### config.mk
export PLATFORM = sky130hd
export DESIGN_NAME = reed_beacon_scheduler_core
export DESIGN_NICKNAME = d
export VERILOG_FILES = /design/src/hw/rtl/rbs_pkg.sv /design/src/hw/rtl/reed_beacon_scheduler_core.sv /design/src/hw/rtl/rbs_cfg_regs.sv /design/src/hw/rtl/rbs_in_stage.sv /design/src/hw/rtl/rbs_sched.sv
export SDC_FILE = /design/constraint.sdc
export NUM_CORES = 1
export LEC_CHECK = 0
export BUFFER_PORTS_ARGS = -buffer_cell sky130_fd_sc_hd__buf_2
export CAP_MARGIN = 30
export CORE_ASPECT_RATIO = 1.5
export CORE_MARGIN = 3
export CORE_UTILIZATION = 30
export CTS_BUF_LIST = sky130_fd_sc_hd__clkbuf_8
export DETAILED_ROUTE_END_ITERATION = 8
export PLACE_DENSITY = 0.46
export SLEW_MARGIN = 40
export SYNTH_ARGS = -nofsm -noshare
export SYNTH_HDL_FRONTEND = slang
export SYNTH_HIERARCHICAL = 1
export SYNTH_SLANG_ARGS = --single-unit
### constraint.sdc
create_clock -name i_clk -period 6.8 [get_ports i_clk]
set_input_delay 2.04 -clock i_clk [delete_from_list [all_inputs] [get_ports i_clk]]
set_output_delay 2.04 -clock i_clk [all_outputs]
set_load 0.02 [all_outputs]
### src/hw/rtl/rbs_pkg.sv
// shared types and constants of the reed beacon scheduler
package rbs_pkg;

    // packet kinds
    typedef enum logic [1:0] {
        KIND_HEARTBEAT = 2'd0,
        KIND_CHANGE    = 2'd1,
        KIND_SELFTEST  = 2'd2
    } t_kind;

    // configuration register indexes
    typedef enum logic [2:0] {
        REG_IDENT            = 3'd0,
        REG_CLOSED_LEVEL     = 3'd1,
        REG_HEARTBEAT_PERIOD = 3'd2,
        REG_SELFTEST_PERIOD  = 3'd3,
        REG_BURST_GAP        = 3'd4,
        REG_FAULT_DAYS       = 3'd5,
        REG_BOOT_BAG         = 3'd6,
        REG_SAVED_DAYS       = 3'd7
    } t_reg_idx;

    localparam int unsigned CFG_IDX_W  = 3;
    localparam int unsigned CFG_DATA_W = 32;

    localparam logic [1:0] POWER_GOOD = 2'd3;

    // health bit positions
    localparam int unsigned HEALTH_REED_FAULT  = 0;
    localparam int unsigned HEALTH_BOOT_CONTRA = 1;

    // register reset values
    localparam logic [31:0] RST_IDENT            = 32'h0000_AB01;
    localparam logic        RST_CLOSED_LEVEL     = 1'b0;
    localparam logic [15:0] RST_HEARTBEAT_PERIOD = 16'd60;
    localparam logic [19:0] RST_SELFTEST_PERIOD  = 20'd864000;
    localparam logic [7:0]  RST_BURST_GAP        = 8'd20;
    localparam logic [7:0]  RST_FAULT_DAYS       = 8'd30;
    localparam logic        RST_BOOT_BAG         = 1'b0;
    localparam logic [7:0]  RST_SAVED_DAYS       = 8'd0;

    // counter saturation limits
    localparam logic [15:0] HB_MAX  = 16'hFFFF;
    localparam logic [19:0] ST_MAX  = 20'hF_FFFF;
    localparam logic [7:0]  DAY_MAX = 8'hFF;

    // configuration register file contents
    typedef struct packed {
        logic [31:0] ident;
        logic        closed_level;
        logic [15:0] heartbeat_period;
        logic [19:0] selftest_period;
        logic [7:0]  burst_gap;
        logic [7:0]  fault_days;
        logic        boot_bag;
        logic [7:0]  saved_days;
    } t_cfg;

    // input stage to scheduler
    typedef struct packed {
        logic valid;
        logic level;
    } t_stage;

    // scheduler back to input stage
    typedef struct packed {
        logic take;
    } t_stage_ack;

endpackage

### src/hw/rtl/reed_beacon_scheduler_core.sv
// Reed beacon scheduler: one input word is one poll tick carrying the raw reed level.
// Each tick yields zero or one packet word (heartbeat, state-change burst packet or
// self-test burst packet). A new tick word is taken every cycle unless the output stalls.
// A tick passes the input register, then the decision logic into the result register, on
// its way to the output. Throughput is one tick per cycle, limited only by the output side:
// a held result stalls the decision stage until taken.
// Configuration writes are taken every cycle and should only be issued while idle.
module reed_beacon_scheduler_core #(
    parameter int unsigned BURST_LENGTH = 5
) (
    input  logic                           i_clk,
    input  logic                           i_rst_n,
    // tick words
    input  logic                           i_valid,
    output logic                           o_ready,
    input  logic                           i_reed_level,
    // packet words
    output logic                           o_valid,
    input  logic                           i_ready,
    output logic [31:0]                    o_packet_id,
    output logic                           o_bag_open,
    output logic [1:0]                     o_power_level,
    output logic [7:0]                     o_sequence_res,
    output logic [1:0]                     o_kind,
    output logic [1:0]                     o_health_bits,
    output logic [7:0]                     o_days_unchanged,
    // configuration writes
    input  logic                           i_cfg_valid,
    output logic                           o_cfg_ready,
    input  logic [rbs_pkg::CFG_IDX_W-1:0]  i_cfg_index,
    input  logic [rbs_pkg::CFG_DATA_W-1:0] i_cfg_data
);

    rbs_pkg::t_cfg       cfg;
    rbs_pkg::t_stage     stage;
    rbs_pkg::t_stage_ack ack;

    // configuration registers
    rbs_cfg_regs u_cfg (
        .i_clk       (i_clk),
        .i_rst_n     (i_rst_n),
        .i_cfg_valid (i_cfg_valid),
        .o_cfg_ready (o_cfg_ready),
        .i_cfg_index (i_cfg_index),
        .i_cfg_data  (i_cfg_data),
        .o_cfg       (cfg)
    );

    // input register
    rbs_in_stage u_in (
        .i_clk        (i_clk),
        .i_rst_n      (i_rst_n),
        .i_valid      (i_valid),
        .o_ready      (o_ready),
        .i_reed_level (i_reed_level),
        .o_stage      (stage),
        .i_ack        (ack)
    );

    // decision logic and result register
    rbs_sched #(
        .BURST_LENGTH (BURST_LENGTH)
    ) u_sched (
        .i_clk            (i_clk),
        .i_rst_n          (i_rst_n),
        .i_cfg            (cfg),
        .i_stage          (stage),
        .o_ack            (ack),
        .o_valid          (o_valid),
        .i_ready          (i_ready),
        .o_packet_id      (o_packet_id),
        .o_bag_open       (o_bag_open),
        .o_power_level    (o_power_level),
        .o_sequence_res   (o_sequence_res),
        .o_kind           (o_kind),
        .o_health_bits    (o_health_bits),
        .o_days_unchanged (o_days_unchanged)
    );

endmodule

### src/hw/rtl/rbs_cfg_regs.sv
// configuration register file of the reed beacon scheduler
module rbs_cfg_regs (
    input  logic                               i_clk,
    input  logic                               i_rst_n,
    input  logic                               i_cfg_valid,
    output logic                               o_cfg_ready,
    input  logic [rbs_pkg::CFG_IDX_W-1:0]      i_cfg_index,
    input  logic [rbs_pkg::CFG_DATA_W-1:0]     i_cfg_data,
    output rbs_pkg::t_cfg                      o_cfg
);

    rbs_pkg::t_cfg r_cfg;

    assign o_cfg_ready = 1'b1;
    assign o_cfg       = r_cfg;

    // register writes, masked to each register's width
    always_ff @(posedge i_clk) begin
        if (!i_rst_n) begin
            r_cfg.ident            <= rbs_pkg::RST_IDENT;
            r_cfg.closed_level     <= rbs_pkg::RST_CLOSED_LEVEL;
            r_cfg.heartbeat_period <= rbs_pkg::RST_HEARTBEAT_PERIOD;
            r_cfg.selftest_period  <= rbs_pkg::RST_SELFTEST_PERIOD;
            r_cfg.burst_gap        <= rbs_pkg::RST_BURST_GAP;
            r_cfg.fault_days       <= rbs_pkg::RST_FAULT_DAYS;
            r_cfg.boot_bag         <= rbs_pkg::RST_BOOT_BAG;
            r_cfg.saved_days       <= rbs_pkg::RST_SAVED_DAYS;
        end else if (i_cfg_valid) begin
            case (rbs_pkg::t_reg_idx'(i_cfg_index))
                rbs_pkg::REG_IDENT: begin
                    r_cfg.ident <= i_cfg_data[31:0];
                end
                rbs_pkg::REG_CLOSED_LEVEL: begin
                    r_cfg.closed_level <= i_cfg_data[0];
                end
                rbs_pkg::REG_HEARTBEAT_PERIOD: begin
                    r_cfg.heartbeat_period <= i_cfg_data[15:0];
                end
                rbs_pkg::REG_SELFTEST_PERIOD: begin
                    r_cfg.selftest_period <= i_cfg_data[19:0];
                end
                rbs_pkg::REG_BURST_GAP: begin
                    r_cfg.burst_gap <= i_cfg_data[7:0];
                end
                rbs_pkg::REG_FAULT_DAYS: begin
                    r_cfg.fault_days <= i_cfg_data[7:0];
                end
                rbs_pkg::REG_BOOT_BAG: begin
                    r_cfg.boot_bag <= i_cfg_data[0];
                end
                rbs_pkg::REG_SAVED_DAYS: begin
                    r_cfg.saved_days <= i_cfg_data[7:0];
                end
                default: begin
                end
            endcase
        end
    end

endmodule

### src/hw/rtl/rbs_in_stage.sv
// input register stage holding one sampled tick word
module rbs_in_stage (
    input  logic                i_clk,
    input  logic                i_rst_n,
    input  logic                i_valid,
    output logic                o_ready,
    input  logic                i_reed_level,
    output rbs_pkg::t_stage     o_stage,
    input  rbs_pkg::t_stage_ack i_ack
);

    logic r_valid;
    logic r_level;

    // room when empty or when the held word moves on this cycle
    assign o_ready       = !r_valid || i_ack.take;
    assign o_stage.valid = r_valid;
    assign o_stage.level = r_level;

    // occupancy flag
    always_ff @(posedge i_clk) begin
        if (!i_rst_n) begin
            r_valid <= 1'b0;
        end else if (o_ready) begin
            r_valid <= i_valid;
        end
    end

    // payload
    always_ff @(posedge i_clk) begin
        if (o_ready && i_valid) begin
            r_level <= i_reed_level;
        end
    end

endmodule

### src/hw/rtl/rbs_sched.sv
// scheduler state, per-tick decision logic and result register
module rbs_sched #(
    parameter int unsigned BURST_LENGTH = 5
) (
    input  logic                i_clk,
    input  logic                i_rst_n,
    input  rbs_pkg::t_cfg       i_cfg,
    input  rbs_pkg::t_stage     i_stage,
    output rbs_pkg::t_stage_ack o_ack,
    output logic                o_valid,
    input  logic                i_ready,
    output logic [31:0]         o_packet_id,
    output logic                o_bag_open,
    output logic [1:0]          o_power_level,
    output logic [7:0]          o_sequence_res,
    output logic [1:0]          o_kind,
    output logic [1:0]          o_health_bits,
    output logic [7:0]          o_days_unchanged
);

    localparam int unsigned BLW = $clog2(BURST_LENGTH + 1);
    localparam logic [BLW-1:0] BURST_RELOAD = BLW'(BURST_LENGTH - 1);

    // scheduler state
    logic           r_started,  n_started;
    logic           r_stable,   n_stable;
    logic           r_pending,  n_pending;
    logic [15:0]    r_hb,       n_hb;
    logic [19:0]    r_st,       n_st;
    logic [BLW-1:0] r_left,     n_left;
    logic [1:0]     r_bkind,    n_bkind;
    logic [7:0]     r_gap,      n_gap;
    logic [7:0]     r_seq,      n_seq;
    logic [1:0]     r_health,   n_health;
    logic [7:0]     r_day,      n_day;

    // result register
    logic           r_out_valid;
    logic [31:0]    r_out_id;
    logic           r_out_bag;
    logic [7:0]     r_out_seq;
    logic [1:0]     r_out_kind;
    logic [1:0]     r_out_health;
    logic [7:0]     r_out_days;

    logic           take;
    logic           bag;
    logic           emit;
    logic [1:0]     e_kind;
    logic [19:0]    st_inc;
    logic [15:0]    hb_inc;
    logic [7:0]     gap_dec;
    logic [7:0]     gap_load;
    logic [7:0]     day_inc;

    // a tick is processed when the result register can take its word
    assign take       = i_stage.valid && (!r_out_valid || i_ready);
    assign o_ack.take = take;

    assign bag      = (i_stage.level == i_cfg.closed_level) ? 1'b0 : 1'b1;
    assign st_inc   = (r_st < rbs_pkg::ST_MAX) ? r_st + 20'd1 : r_st;
    assign hb_inc   = (r_hb < rbs_pkg::HB_MAX) ? r_hb + 16'd1 : r_hb;
    assign gap_dec  = r_gap - 8'd1;
    assign gap_load = (i_cfg.burst_gap == 8'd0) ? 8'd1 : i_cfg.burst_gap;
    assign day_inc  = (r_day < rbs_pkg::DAY_MAX) ? r_day + 8'd1 : r_day;

    // per-tick decision
    always_comb begin
        n_started = r_started;
        n_stable  = r_stable;
        n_pending = r_pending;
        n_hb      = r_hb;
        n_st      = r_st;
        n_left    = r_left;
        n_bkind   = r_bkind;
        n_gap     = r_gap;
        n_health  = r_health;
        n_day     = r_day;
        emit      = 1'b0;
        e_kind    = rbs_pkg::KIND_HEARTBEAT;

        if (!r_started) begin
            // first tick: load persisted values and check the boot state
            n_started = 1'b1;
            n_day     = i_cfg.saved_days;
            n_health[rbs_pkg::HEALTH_BOOT_CONTRA] = (i_cfg.boot_bag != bag);
            n_health[rbs_pkg::HEALTH_REED_FAULT]  = (i_cfg.saved_days >= i_cfg.fault_days);
            n_stable  = bag;
            n_pending = 1'b0;
            n_hb      = 16'd0;
            n_st      = 20'd0;
            emit      = 1'b1;
            e_kind    = rbs_pkg::KIND_HEARTBEAT;
        end else begin
            n_st = st_inc;
            if (r_gap != 8'd0) begin
                // burst running: count the gap down
                n_gap = gap_dec;
                if (gap_dec == 8'd0) begin
                    if (r_left != '0) begin
                        emit   = 1'b1;
                        e_kind = r_bkind;
                        n_left = r_left - BLW'(1);
                        n_gap  = gap_load;
                    end else begin
                        n_hb    = 16'd0;
                        n_bkind = rbs_pkg::KIND_HEARTBEAT;
                    end
                end
            end else begin
                n_hb = hb_inc;
                if ((bag != r_stable) && r_pending) begin
                    // confirmed change starts a change burst
                    n_stable  = bag;
                    n_day     = 8'd0;
                    n_health[rbs_pkg::HEALTH_REED_FAULT] = 1'b0;
                    emit      = 1'b1;
                    e_kind    = rbs_pkg::KIND_CHANGE;
                end else begin
                    n_pending = (bag != r_stable);
                    if (st_inc >= i_cfg.selftest_period) begin
                        // daily self test
                        n_day = day_inc;
                        if (day_inc >= i_cfg.fault_days) begin
                            n_health[rbs_pkg::HEALTH_REED_FAULT] = 1'b1;
                        end
                        n_st   = 20'd0;
                        emit   = 1'b1;
                        e_kind = rbs_pkg::KIND_SELFTEST;
                    end else if (hb_inc >= i_cfg.heartbeat_period) begin
                        n_hb   = 16'd0;
                        emit   = 1'b1;
                        e_kind = rbs_pkg::KIND_HEARTBEAT;
                    end
                end
                // burst start
                if (emit && (e_kind != rbs_pkg::KIND_HEARTBEAT)) begin
                    n_bkind   = e_kind;
                    n_left    = BURST_RELOAD;
                    n_gap     = gap_load;
                    n_pending = 1'b0;
                end
            end
        end
    end

    assign n_seq = emit ? r_seq + 8'd1 : r_seq;

    // state registers
    always_ff @(posedge i_clk) begin
        if (!i_rst_n) begin
            r_started <= 1'b0;
            r_stable  <= 1'b0;
            r_pending <= 1'b0;
            r_hb      <= '0;
            r_st      <= '0;
            r_left    <= '0;
            r_bkind   <= '0;
            r_gap     <= '0;
            r_seq     <= '0;
            r_health  <= '0;
            r_day     <= '0;
        end else if (take) begin
            r_started <= n_started;
            r_stable  <= n_stable;
            r_pending <= n_pending;
            r_hb      <= n_hb;
            r_st      <= n_st;
            r_left    <= n_left;
            r_bkind   <= n_bkind;
            r_gap     <= n_gap;
            r_seq     <= n_seq;
            r_health  <= n_health;
            r_day     <= n_day;
        end
    end

    // result valid flag
    always_ff @(posedge i_clk) begin
        if (!i_rst_n) begin
            r_out_valid <= 1'b0;
        end else if (take) begin
            r_out_valid <= emit;
        end else if (i_ready) begin
            r_out_valid <= 1'b0;
        end
    end

    // result payload; health and days only travel with a self test
    always_ff @(posedge i_clk) begin
        if (take && emit) begin
            r_out_id   <= i_cfg.ident;
            r_out_bag  <= bag;
            r_out_seq  <= r_seq;
            r_out_kind <= e_kind;
            if (e_kind == rbs_pkg::KIND_SELFTEST) begin
                r_out_health <= n_health;
                r_out_days   <= n_day;
            end else begin
                r_out_health <= 2'd0;
                r_out_days   <= 8'd0;
            end
        end
    end

    assign o_valid          = r_out_valid;
    assign o_packet_id      = r_out_id;
    assign o_bag_open       = r_out_bag;
    assign o_power_level    = rbs_pkg::POWER_GOOD;
    assign o_sequence_res   = r_out_seq;
    assign o_kind           = r_out_kind;
    assign o_health_bits    = r_out_health;
    assign o_days_unchanged = r_out_days;

endmodule

==> flow_metrics.env, run 1 <==
export IMPL_outcome="finished clean"
export IMPL_synthTopCellsByArea="dfxtp_1 30%, edfxtp_1 14%, mux2i_1 8.6%"
export IMPL_hold_path_class="reg -> reg"
export IMPL_synth_async_reset_ratio_pct=0
export IMPL_cts_buffers=40
export IMPL_syn_area_per_cell_um2=9.513
export IMPL_rsz0062_at_grt="no"
export IMPL_fp_dieW_um=163.9
export IMPL_irDropWorstVdd_uv=175.9
export IMPL_final_util_pct=35.04
export IMPL_dp_hpwl_um=20690
export IMPL_core_um2=36800
export IMPL_yosysUniqueCellTypes=76
export IMPL_layout_cells_non_filler=1774
export IMPL_maxSlewHeadroom_pct=42.48
export IMPL_cp_arrival_ps=3470
export IMPL_clkSinkCount=220
export IMPL_tightest_slew_ps=859.1
export IMPL_dr_pass1_iters=5
export IMPL_wl_um=29500
export IMPL_ant_nets=0
export IMPL_start_util_pct=30.50
export IMPL_postCtsHoldBufs=0
export IMPL_cap_violations=0
export IMPL_cts_setup_buffers=0
export IMPL_clkTransAtPathRegs_ps=60
export IMPL_track_usage_pct=14.84
export IMPL_ios=99
export IMPL_yosysSeqAreaShare_pct=44.05
export IMPL_routabilityCongestion=0.7805
export IMPL_start_kind="input port"
export IMPL_synth_flop_cell="dfxtp_1"
export IMPL_fin_nets=1359
export IMPL_path_buf_inv=3
export IMPL_path_cells="buf_2, nand2b_1, nand2_1, inv_1, nand2b_4, buf_2"
export IMPL_cts_tree="yes"
export IMPL_ys_seq_elements=220
export IMPL_critPathCaptureType="primary output"
export IMPL_viasPerCell=4.851
export IMPL_cts_max_path_buffers=3
export IMPL_synth_edf_count=54
export IMPL_fin_setup_tns_ps=0
export IMPL_max_stage_delay_ps=540
export IMPL_syn_area_um2=11230
export IMPL_antenna_found_initial=2
export IMPL_post_drt_wl_per_cell_um=16.63
export IMPL_final_max_slew_viol_count=0
export IMPL_cts_max_level=2
export IMPL_syn_to_final_growth_pct=14.88
export IMPL_critPathMostFrequentCell="buf_2"
export IMPL_crit_type="in -> out"
export IMPL_yosysWarnings=6
export IMPL_crit_path_top_delay_cell="inv_1"
export IMPL_grt_max_degree=99
export IMPL_drive_above_1_share_pct=14.51
export IMPL_ys_top_cells_by_count="166 x dfxtp_1, 158 x nand2_1, 97 x mux2i_1, 60 x ha_1, 59 x inv_1"
export IMPL_dr_first_iter_drc_count=443
export IMPL_path_max_fanout=18
export IMPL_worstPathRequired_ps=4760
export IMPL_clock_latency_ps=560
export IMPL_cts_root_buf="clkbuf_8"
export IMPL_yosysTopAreaCell="dfxtp_1"
export IMPL_min_period_ps=5514
export IMPL_grt_pass1_wl_um=47140
export IMPL_clock_skew_final_ps=25.34
export IMPL_drc_errors=0
export IMPL_setup_viol=0
export IMPL_crit_family="buffers and inverters"
export IMPL_synth_top_area_share_pct=29.60
export IMPL_min_period_over_period_pct=81.09
export IMPL_p_per_area_nw_per_um2=229.4
export IMPL_overflow=0
export IMPL_port_buffers=95
export IMPL_fmax_mhz=181.4
export IMPL_vias=8605
export IMPL_synth_most_common_cell="dfxtp_1"
export IMPL_synthesis_instances=1180
export IMPL_hold_viol_final=0
export IMPL_p_leak_nw=5.425
export IMPL_dp_cells=1700
export IMPL_grt_pass1_vias=8602
export IMPL_fp_dieH_um=242.9
export IMPL_r2r_setup_slack_ps=1720
export IMPL_die_area_um2=39820
export IMPL_cts_resized=0
export IMPL_rows=86
kinds of logic (layout without fill, tap and decap cells):
kind of cell	Yosys count	in the layout	synth area share (%)
AO/OA/AOI/OAI	213	213	12.97
XOR/XNOR	33	33	2.575
adder cells (fa/ha/maj)	60	60	6.687
buffers and inverters	124	232	5.016
flip-flops	220	220	44.05
multiplexers	103	103	9.251
other	2	4	0.06690
AND/OR/NAND/NOR	425	425	19.38
where the power goes:
group,total [mW],switching (mW),internal [mW]
clock network,1.32,0.586,0.736
logic,0.234,0.155,0.0785
registers,1.40,0.0228,1.38
total,2.96,0.764,2.19
state kept, by name, indices dropped and copies added (netlist names), 16 cells and up:
register / count
u_cfg/o_cfg: 94
u_sched/o_packet_id: 32
u_sched/r_st: 20
u_sched/r_hb: 16
routing by layer:
metal / global-route usage [%] / share of wire (%) / vias to the layer above / routed length [um]
met3: 2.749 / 3.7 / 54 / 1105
met4: 5.078 / 2.8 / 2 / 815
met5: 0 / 0.031 / - / 9
met1: 18.01 / 44 / 4051 / 12860
li1: - / - / 4359 / -
met2: 26.08 / 50 / 139 / 14710
path summary, 6_finish.rpt:
path,start,end,cells after the start
worst min register to register,u_cfg/o_cfg[86],u_sched/o_packet_id[24],0
worst max-delay path,i_ready,o_ready,6
worst min-delay path,u_cfg/o_cfg[86],u_sched/o_packet_id[24],0
worst max register to register,u_sched/r_st[7],u_sched/o_packet_id[7],14
through the flow:
step / hold slack, ps / cell area (um2) / total power, mW / setup WS [ps]
4_1_cts: 428.5 / 12890 / 3.016 / 1278
3_3_place_gp: 411.8 / 12020 / 1.665 / 1357
6_report: 425.8 / 12900 / 2.958 / 1286
2_1_floorplan: 408.1 / 11230 / 1.589 / 1134
3_5_place_dp: 412.5 / 12060 / 1.670 / 1285
5_1_grt: 440.2 / 12900 / 3.092 / 1117
cells in the final DEF (no fill, tap or decap), types with 11 or more instances in the layout:
cell type	n
nor2b_1	41
o21a_1	16
a21oi_1	52
nand3_1	35
nor2_1	53
nand2_1	158
mux2i_1	97
o21ai_0	29
a31oi_1	11
xor2_1	12
dfxtp_1	166
nor3_1	20
clkbuf_8	46
edfxtp_1	54
a21o_1	19
nand4_1	16
inv_1	71
ha_1	60
nand2b_1	13
buf_2	94
or3_1	12
a22o_1	18
xnor2_1	21
and3_1	18
area by class of cell:
type / count / area [um2]
Clock buffer: 46 / 633.1
Multi-Input combinational cell: 837 / 5773
Sequential cell: 220 / 4945
Antenna cell: 1 / 2.502
Tap cell: 484 / 605.6
Fill cell: 3834 / 23900
Clock inverter: 27 / 196.4
Inverter: 59 / 221.5
Timing Repair Buffer: 100 / 519.2
No activity file was read; power rests on OpenSTA's default activity.
==> inputs of run 2 (changes only) <==
- ABC_AREA: unset -> 1
- PLACE_DENSITY: 0.46 -> 0.47
- clock period: 6.8 -> 4.7 ns (I/O delays scaled with it)
==> flow_metrics.env, run 2 <==
export IMPL_reg2reg_depth=21
export IMPL_irDropWorstVdd_uv=294.0
export IMPL_start_kind="flop"
export IMPL_cts_max_path_buffers=3
export IMPL_cts_tree="yes"
export IMPL_holdPathStages=0
export IMPL_yosysTopAreaCell="dfxtp_1"
export IMPL_cts_resized=0
export IMPL_reg2reg_from="u_sched/r_st[0]"
export IMPL_worstPathRequired_ps=4900
export IMPL_die_area_um2=40620
export IMPL_yosysSeqAreaShare_pct=43.15
export IMPL_synth_edf_count=54
export IMPL_p_leak_nw=5.910
export IMPL_port_buffers=95
export IMPL_grt_pass1_vias=9713
export IMPL_maxSlewHeadroom_pct=46.22
export IMPL_hold_start="u_cfg/o_cfg[88]"
export IMPL_synth_top_area_share_pct=29.00
export IMPL_final_util_pct=35.05
export IMPL_layout_common_cells="349 x nand2_1, 202 x nor2_1, 183 x inv_1, 166 x dfxtp_1, 150 x nand3_1"
export IMPL_setup_slack_ps=508.6
export IMPL_rows=87
export IMPL_fin_setup_tns_ps=0
export IMPL_synth_async_reset_ratio_pct=0
export IMPL_core_um2=37660
export IMPL_cp_arrival_ps=4400
export IMPL_largest_reg_flops=94
export IMPL_synth_most_common_cell="nand2_1"
export IMPL_multi_input_area_um2=5559
export IMPL_path_max_fanout=47
export IMPL_hold_path_class="reg -> reg"
export IMPL_routabilityCongestion=0.8192
export IMPL_post_drt_wl_per_cell_um=14.73
export IMPL_clkSinkCount=220
export IMPL_postCtsHoldBufs=0
export IMPL_timing_rr_end="u_sched/o_packet_id[26]"
export IMPL_fmax_mhz=238.6
export IMPL_cts_buffers=41
export IMPL_fp_dieH_um=245.4
export IMPL_track_usage_pct=15.54
export IMPL_dp_hpwl_um=22970
export IMPL_antenna_found_initial=1
export IMPL_ys_top_cells_by_count="349 x nand2_1, 203 x nor2_1, 172 x inv_1, 166 x dfxtp_1, 150 x nand3_1"
export IMPL_overflow=0
export IMPL_ff_latch_area_um2=4945
export IMPL_viasPerCell=4.606
export IMPL_vias=9811
export IMPL_cts_root_buf="clkbuf_8"
export IMPL_cts_max_level=2
export IMPL_fp_dieW_um=165.6
export IMPL_whs_endpoint="u_sched/o_packet_id[26]"
export IMPL_crit_type="reg -> reg"
export IMPL_nFillCells=4158
export IMPL_cts_setup_buffers=0
export IMPL_yosysWarnings=6
export IMPL_tightest_slew_ps=806.8
export IMPL_drive_above_1_share_pct=15.24
export IMPL_grt_pass1_wl_um=50390
export IMPL_cap_violations=0
export IMPL_syn_to_final_growth_pct=15.22
export IMPL_yosysUniqueCellTypes=51
export IMPL_synth_flop_cell="dfxtp_1"
export IMPL_wl_um=31370
export IMPL_r2r_setup_slack_ps=510
export IMPL_ant_nets=0
export IMPL_final_max_slew_viol_count=0
export IMPL_clock_skew_final_ps=26.41
export IMPL_syn_area_per_cell_um2=7.578
export IMPL_synthTopCellsByArea="dfxtp_1 29%, edfxtp_1 14%, nand2_1 11%"
export IMPL_fin_nets=1712
export IMPL_syn_area_um2=11460
export IMPL_outcome="finished clean"
export IMPL_grt_max_degree=101
export IMPL_post_place_ws_ps=497.7
export IMPL_drc_errors=0
export IMPL_ys_seq_elements=220
export IMPL_setup_viol=0
export IMPL_ios=99
export IMPL_dr_pass1_iters=4
export IMPL_hold_viol_final=0
export IMPL_min_period_ps=4191
export IMPL_min_period_over_period_pct=89.18
export IMPL_clock_latency_ps=580
export IMPL_rsz0062_at_grt="no"
export IMPL_clkTransAtPathRegs_ps=60
export IMPL_critPathCaptureType="flop"
export IMPL_final_common_cell="nand2_1"
export IMPL_finalPower_mw=4.292
export IMPL_start_util_pct=30.42
export IMPL_p_per_area_nw_per_um2=325.1
export IMPL_dr_first_iter_drc_count=453
export IMPL_synthesis_instances=1512
==> run 2: worst max-delay path by stage <==
stage / start / end / slack, ps / cells past startpoint
final: u_sched/r_st[0] / u_sched/o_packet_id[26] / 510 / 21
after global routing: u_sched/r_st[0] / u_sched/o_packet_id[9] / 20 / 21
after CTS: u_sched/r_st[0] / u_sched/o_packet_id[9] / 490 / 21
after detailed placement: u_sched/r_st[0] / u_sched/o_packet_id[9] / 500 / 21
after global placement: u_sched/r_st[0] / u_sched/r_hb[6] / 580 / 22
after floorplan: i_ready / o_ready / 780 / 8
==> run 2: kinds of logic (layout without fill, tap and decap cells) <==
| kind of cell | after synthesis | count (layout) | share of synthesized area [%] |
|---|---|---|---|
| XOR/XNOR | 34 | 34 | 2.599 |
| multiplexers | 1 | 1 | 0.08736 |
| buffers and inverters | 236 | 363 | 8.430 |
| adder cells (fa/ha/maj) | 60 | 60 | 6.552 |
| AND/OR/NAND/NOR | 801 | 801 | 31.19 |
| flip-flops | 220 | 220 | 43.15 |
| AO/OA/AOI/OAI | 158 | 158 | 7.927 |
| other | 2 | 4 | 0.06554 |
==> run 2: cell type report <==
type                    instances  area share [%]
multi-input cells            1057           42.11
flip-flops and latches        220           37.45
inverters                     183           5.222
clock buffers                  49           5.108
well taps                     489           4.634
repair buffers                108           4.388
clock inverters                23           1.071
diodes                          1         0.01895
==> run 2: worst max-delay path, cell delays in order (launching register included) <==
cell     delay (ps)
dfxtp_1         410
ha_1            260
nand2_1          90
nor2_2          200
nand2_1          90
inv_2           100
nand4_4         180
nand3_2         160
nor2_1           60
xor2_1          160
ha_1            310
nand2_1          60
inv_1            70
nand3_1          80
nor3_1          230
nand2_1         160
nand3_4         100
o21ai_2          80
nand2_4         140
nand2_4         100
inv_2           170
buf_4           540
==> run 2: metrics by stage <==
step                      cell area, um2  hold WS, ps  cells
after floorplan                    11460        408.6   1513
after global placement             12380        411.0   2057
after detailed placement           12380        415.5   2057
after CTS                          13200        426.2   2129
after global routing               13200        435.6   2130
final                              13200        427.4   2130
==> run 2: per-layer routing <==
| layer | share of wire (%) | GRT usage, % |
|---|---|---|
| met1 | 41 | 17.49 |
| met2 | 54 | 29.51 |
| met3 | 3.2 | 2.477 |
| met4 | 2.4 | 4.602 |
| met5 | 0 | 0 |
==> run 2: where the power goes <==
part | total [mW] | internal (mW) | leakage (nW) | switching [mW]
clock network | 1.84 | 1.01 | 0.466 | 0.830
registers | 2.05 | 2.01 | 1.85 | 0.0407
logic | 0.405 | 0.125 | 3.59 | 0.280
total | 4.29 | 3.14 | 5.91 | 1.15
==> inputs of run 3 (changes only) <==
- ABC_AREA: 1 -> unset
==> flow_metrics.env, run 3 (synthesis results as in run 1) <==
export IMPL_outcome="finished clean"
export IMPL_wl_um=29920
export IMPL_dr_pass1_iters=5
export IMPL_placed_area_um2=12190
export IMPL_grt_pass1_wl_um=47220
export IMPL_ios=99
export IMPL_fin_nets=1373
export IMPL_fmax_mhz=229.8
export IMPL_postCtsHoldBufs=0
export IMPL_ant_nets=0
export IMPL_grt_pass1_vias=8534
export IMPL_fp_dieW_um=163.9
export IMPL_clkSinkCount=220
export IMPL_cts_max_level=2
export IMPL_syn_to_final_growth_pct=15.48
export IMPL_switching_share_pct=25.65
export IMPL_dp_hpwl_um=21380
export IMPL_crit_family="simple AND/OR/NAND/NOR gates"
export IMPL_vias=8736
export IMPL_maxSlewHeadroom_pct=47.81
export IMPL_post_drt_wl_per_cell_um=16.75
export IMPL_cp_arrival_ps=4780
export IMPL_drive_above_1_share_pct=14.83
export IMPL_routabilityCongestion=0.7931
export IMPL_cts_buffers=39
export IMPL_start_kind="flop"
export IMPL_rsz0062_at_grt="no"
export IMPL_hold_viol_final=0
export IMPL_crit_type="reg -> reg"
export IMPL_dp_cells=1715
export IMPL_clock_skew_final_ps=17.07
export IMPL_hold_path_class="reg -> reg"
export IMPL_crit_path_top_delay_cell="nor4_1"
export IMPL_path_max_fanout=12
export IMPL_clkTransAtPathRegs_ps=70
export IMPL_layout_cells_non_filler=1786
export IMPL_drc_errors=0
export IMPL_port_buffers=95
export IMPL_viasPerCell=4.891
export IMPL_p_per_area_nw_per_um2=319.3
export IMPL_cts_tree="yes"
export IMPL_cap_violations=0
export IMPL_clkPwrFrac_pct=42.5
export IMPL_max_stage_delay_ps=560
export IMPL_grt_max_degree=82
export IMPL_pwr_share_comb_pct=8.4
export IMPL_overflow=0
export IMPL_start_util_pct=30.50
export IMPL_dr_first_iter_drc_count=430
export IMPL_pwr_share_seq_pct=49.1
export IMPL_intPower_mw=3.078
export IMPL_antenna_found_initial=4
export IMPL_clock_latency_ps=540
export IMPL_min_period_over_period_pct=92.58
export IMPL_path_cells="nand4_1, nor4_1, nand2_1, nand2b_1, nor2_1, xor2_1, ha_1, a21o_1, a21o_1, a221o_1, a2111o_1, nand2_1, a21oi_1, o221a_2"
export IMPL_largest_reg_flops=94
export IMPL_die_area_um2=39820
export IMPL_post_place_ws_ps=321.8
export IMPL_fin_setup_tns_ps=0
export IMPL_setup_viol=0
export IMPL_final_area_um2=12960
export IMPL_rows=86
export IMPL_worstPathRequired_ps=5120
export IMPL_critPathCaptureType="flop"
export IMPL_path_buf_inv=0
export IMPL_fp_dieH_um=242.9
export IMPL_cts_root_buf="clkbuf_8"
export IMPL_layout_common_cells="166 x dfxtp_1, 158 x nand2_1, 97 x mux2i_1, 94 x buf_2, 74 x inv_1"
export IMPL_fin_hold_ws_ps=422.9
export IMPL_core_um2=36800
export IMPL_cts_setup_buffers=0
export IMPL_p_leak_nw=5.467
export IMPL_power_switching_mw=1.062
export IMPL_cts_max_path_buffers=3
export IMPL_tightest_slew_ps=779.5
export IMPL_min_period_ps=4351
export IMPL_final_common_cell="dfxtp_1"
export IMPL_setup_slack_ps=348.6
export IMPL_final_max_slew_viol_count=0
export IMPL_track_usage_pct=14.88
export IMPL_irDropWorstVdd_uv=177.9
## run 3: through the flow
step | total power, mW | util, %
6_report | 4.139 | 35.23
5_1_grt | 4.335 | 35.23
4_1_cts | 4.222 | 35.19
3_5_place_dp | 2.426 | 33.12
3_3_place_gp | 2.421 | 33.10
2_1_floorplan | 2.298 | -
## run 3: layout make-up
| class | instances | area, um2 |
|---|---|---|
| tap | 484 | 605.6 |
| multi-input combinational | 837 | 5747 |
| clock inverter | 23 | 117.6 |
| antenna | 1 | 2.502 |
| fill | 3847 | 23840 |
| sequential | 220 | 4945 |
| inverter | 59 | 221.5 |
| clock buffer | 47 | 646.9 |
| timing repair buffer | 115 | 678.2 |
## run 3: power by group through the flow
stage | Sequential (mW) | Clock (mW) | Combinational (mW)
after CTS | 2.03 | 1.84 | 0.355
after global placement | 2.07 | 0 | 0.351
after global routing | 2.04 | 1.91 | 0.386
after detailed placement | 2.07 | 0 | 0.354
final | 2.03 | 1.76 | 0.348
after floorplan | 2.10 | 0 | 0.202
## run 3: timing repair
item                                    in CTS  in global routing
resized for setup                            0                  2
endpoints found under the hold margin        0                  0
endpoints found under the setup margin       0                 75
## run 3: final timing paths
kind                   startpoint  cells after the start                       to  slack, ps
setup / recovery  u_sched/r_st[7]                     14        u_sched/r_left[2]        350
hold reg to reg   u_cfg/o_cfg[89]                      0  u_sched/o_packet_id[27]        420
hold / removal    u_cfg/o_cfg[89]                      0  u_sched/o_packet_id[27]        420
setup reg to reg  u_sched/r_st[7]                     14        u_sched/r_left[2]        350
## run 3: per-layer routing
| layer | vias up | track usage [%] | share of wire, % |
|---|---|---|---|
| met2 | 163 | 26.53 | 51 |
| met1 | 4120 | 18.02 | 42 |
| met3 | 48 | 2.698 | 4.0 |
| met5 | - | 0 | 0.11 |
| met4 | 6 | 4.531 | 2.3 |
| li1 | 4399 | - | - |
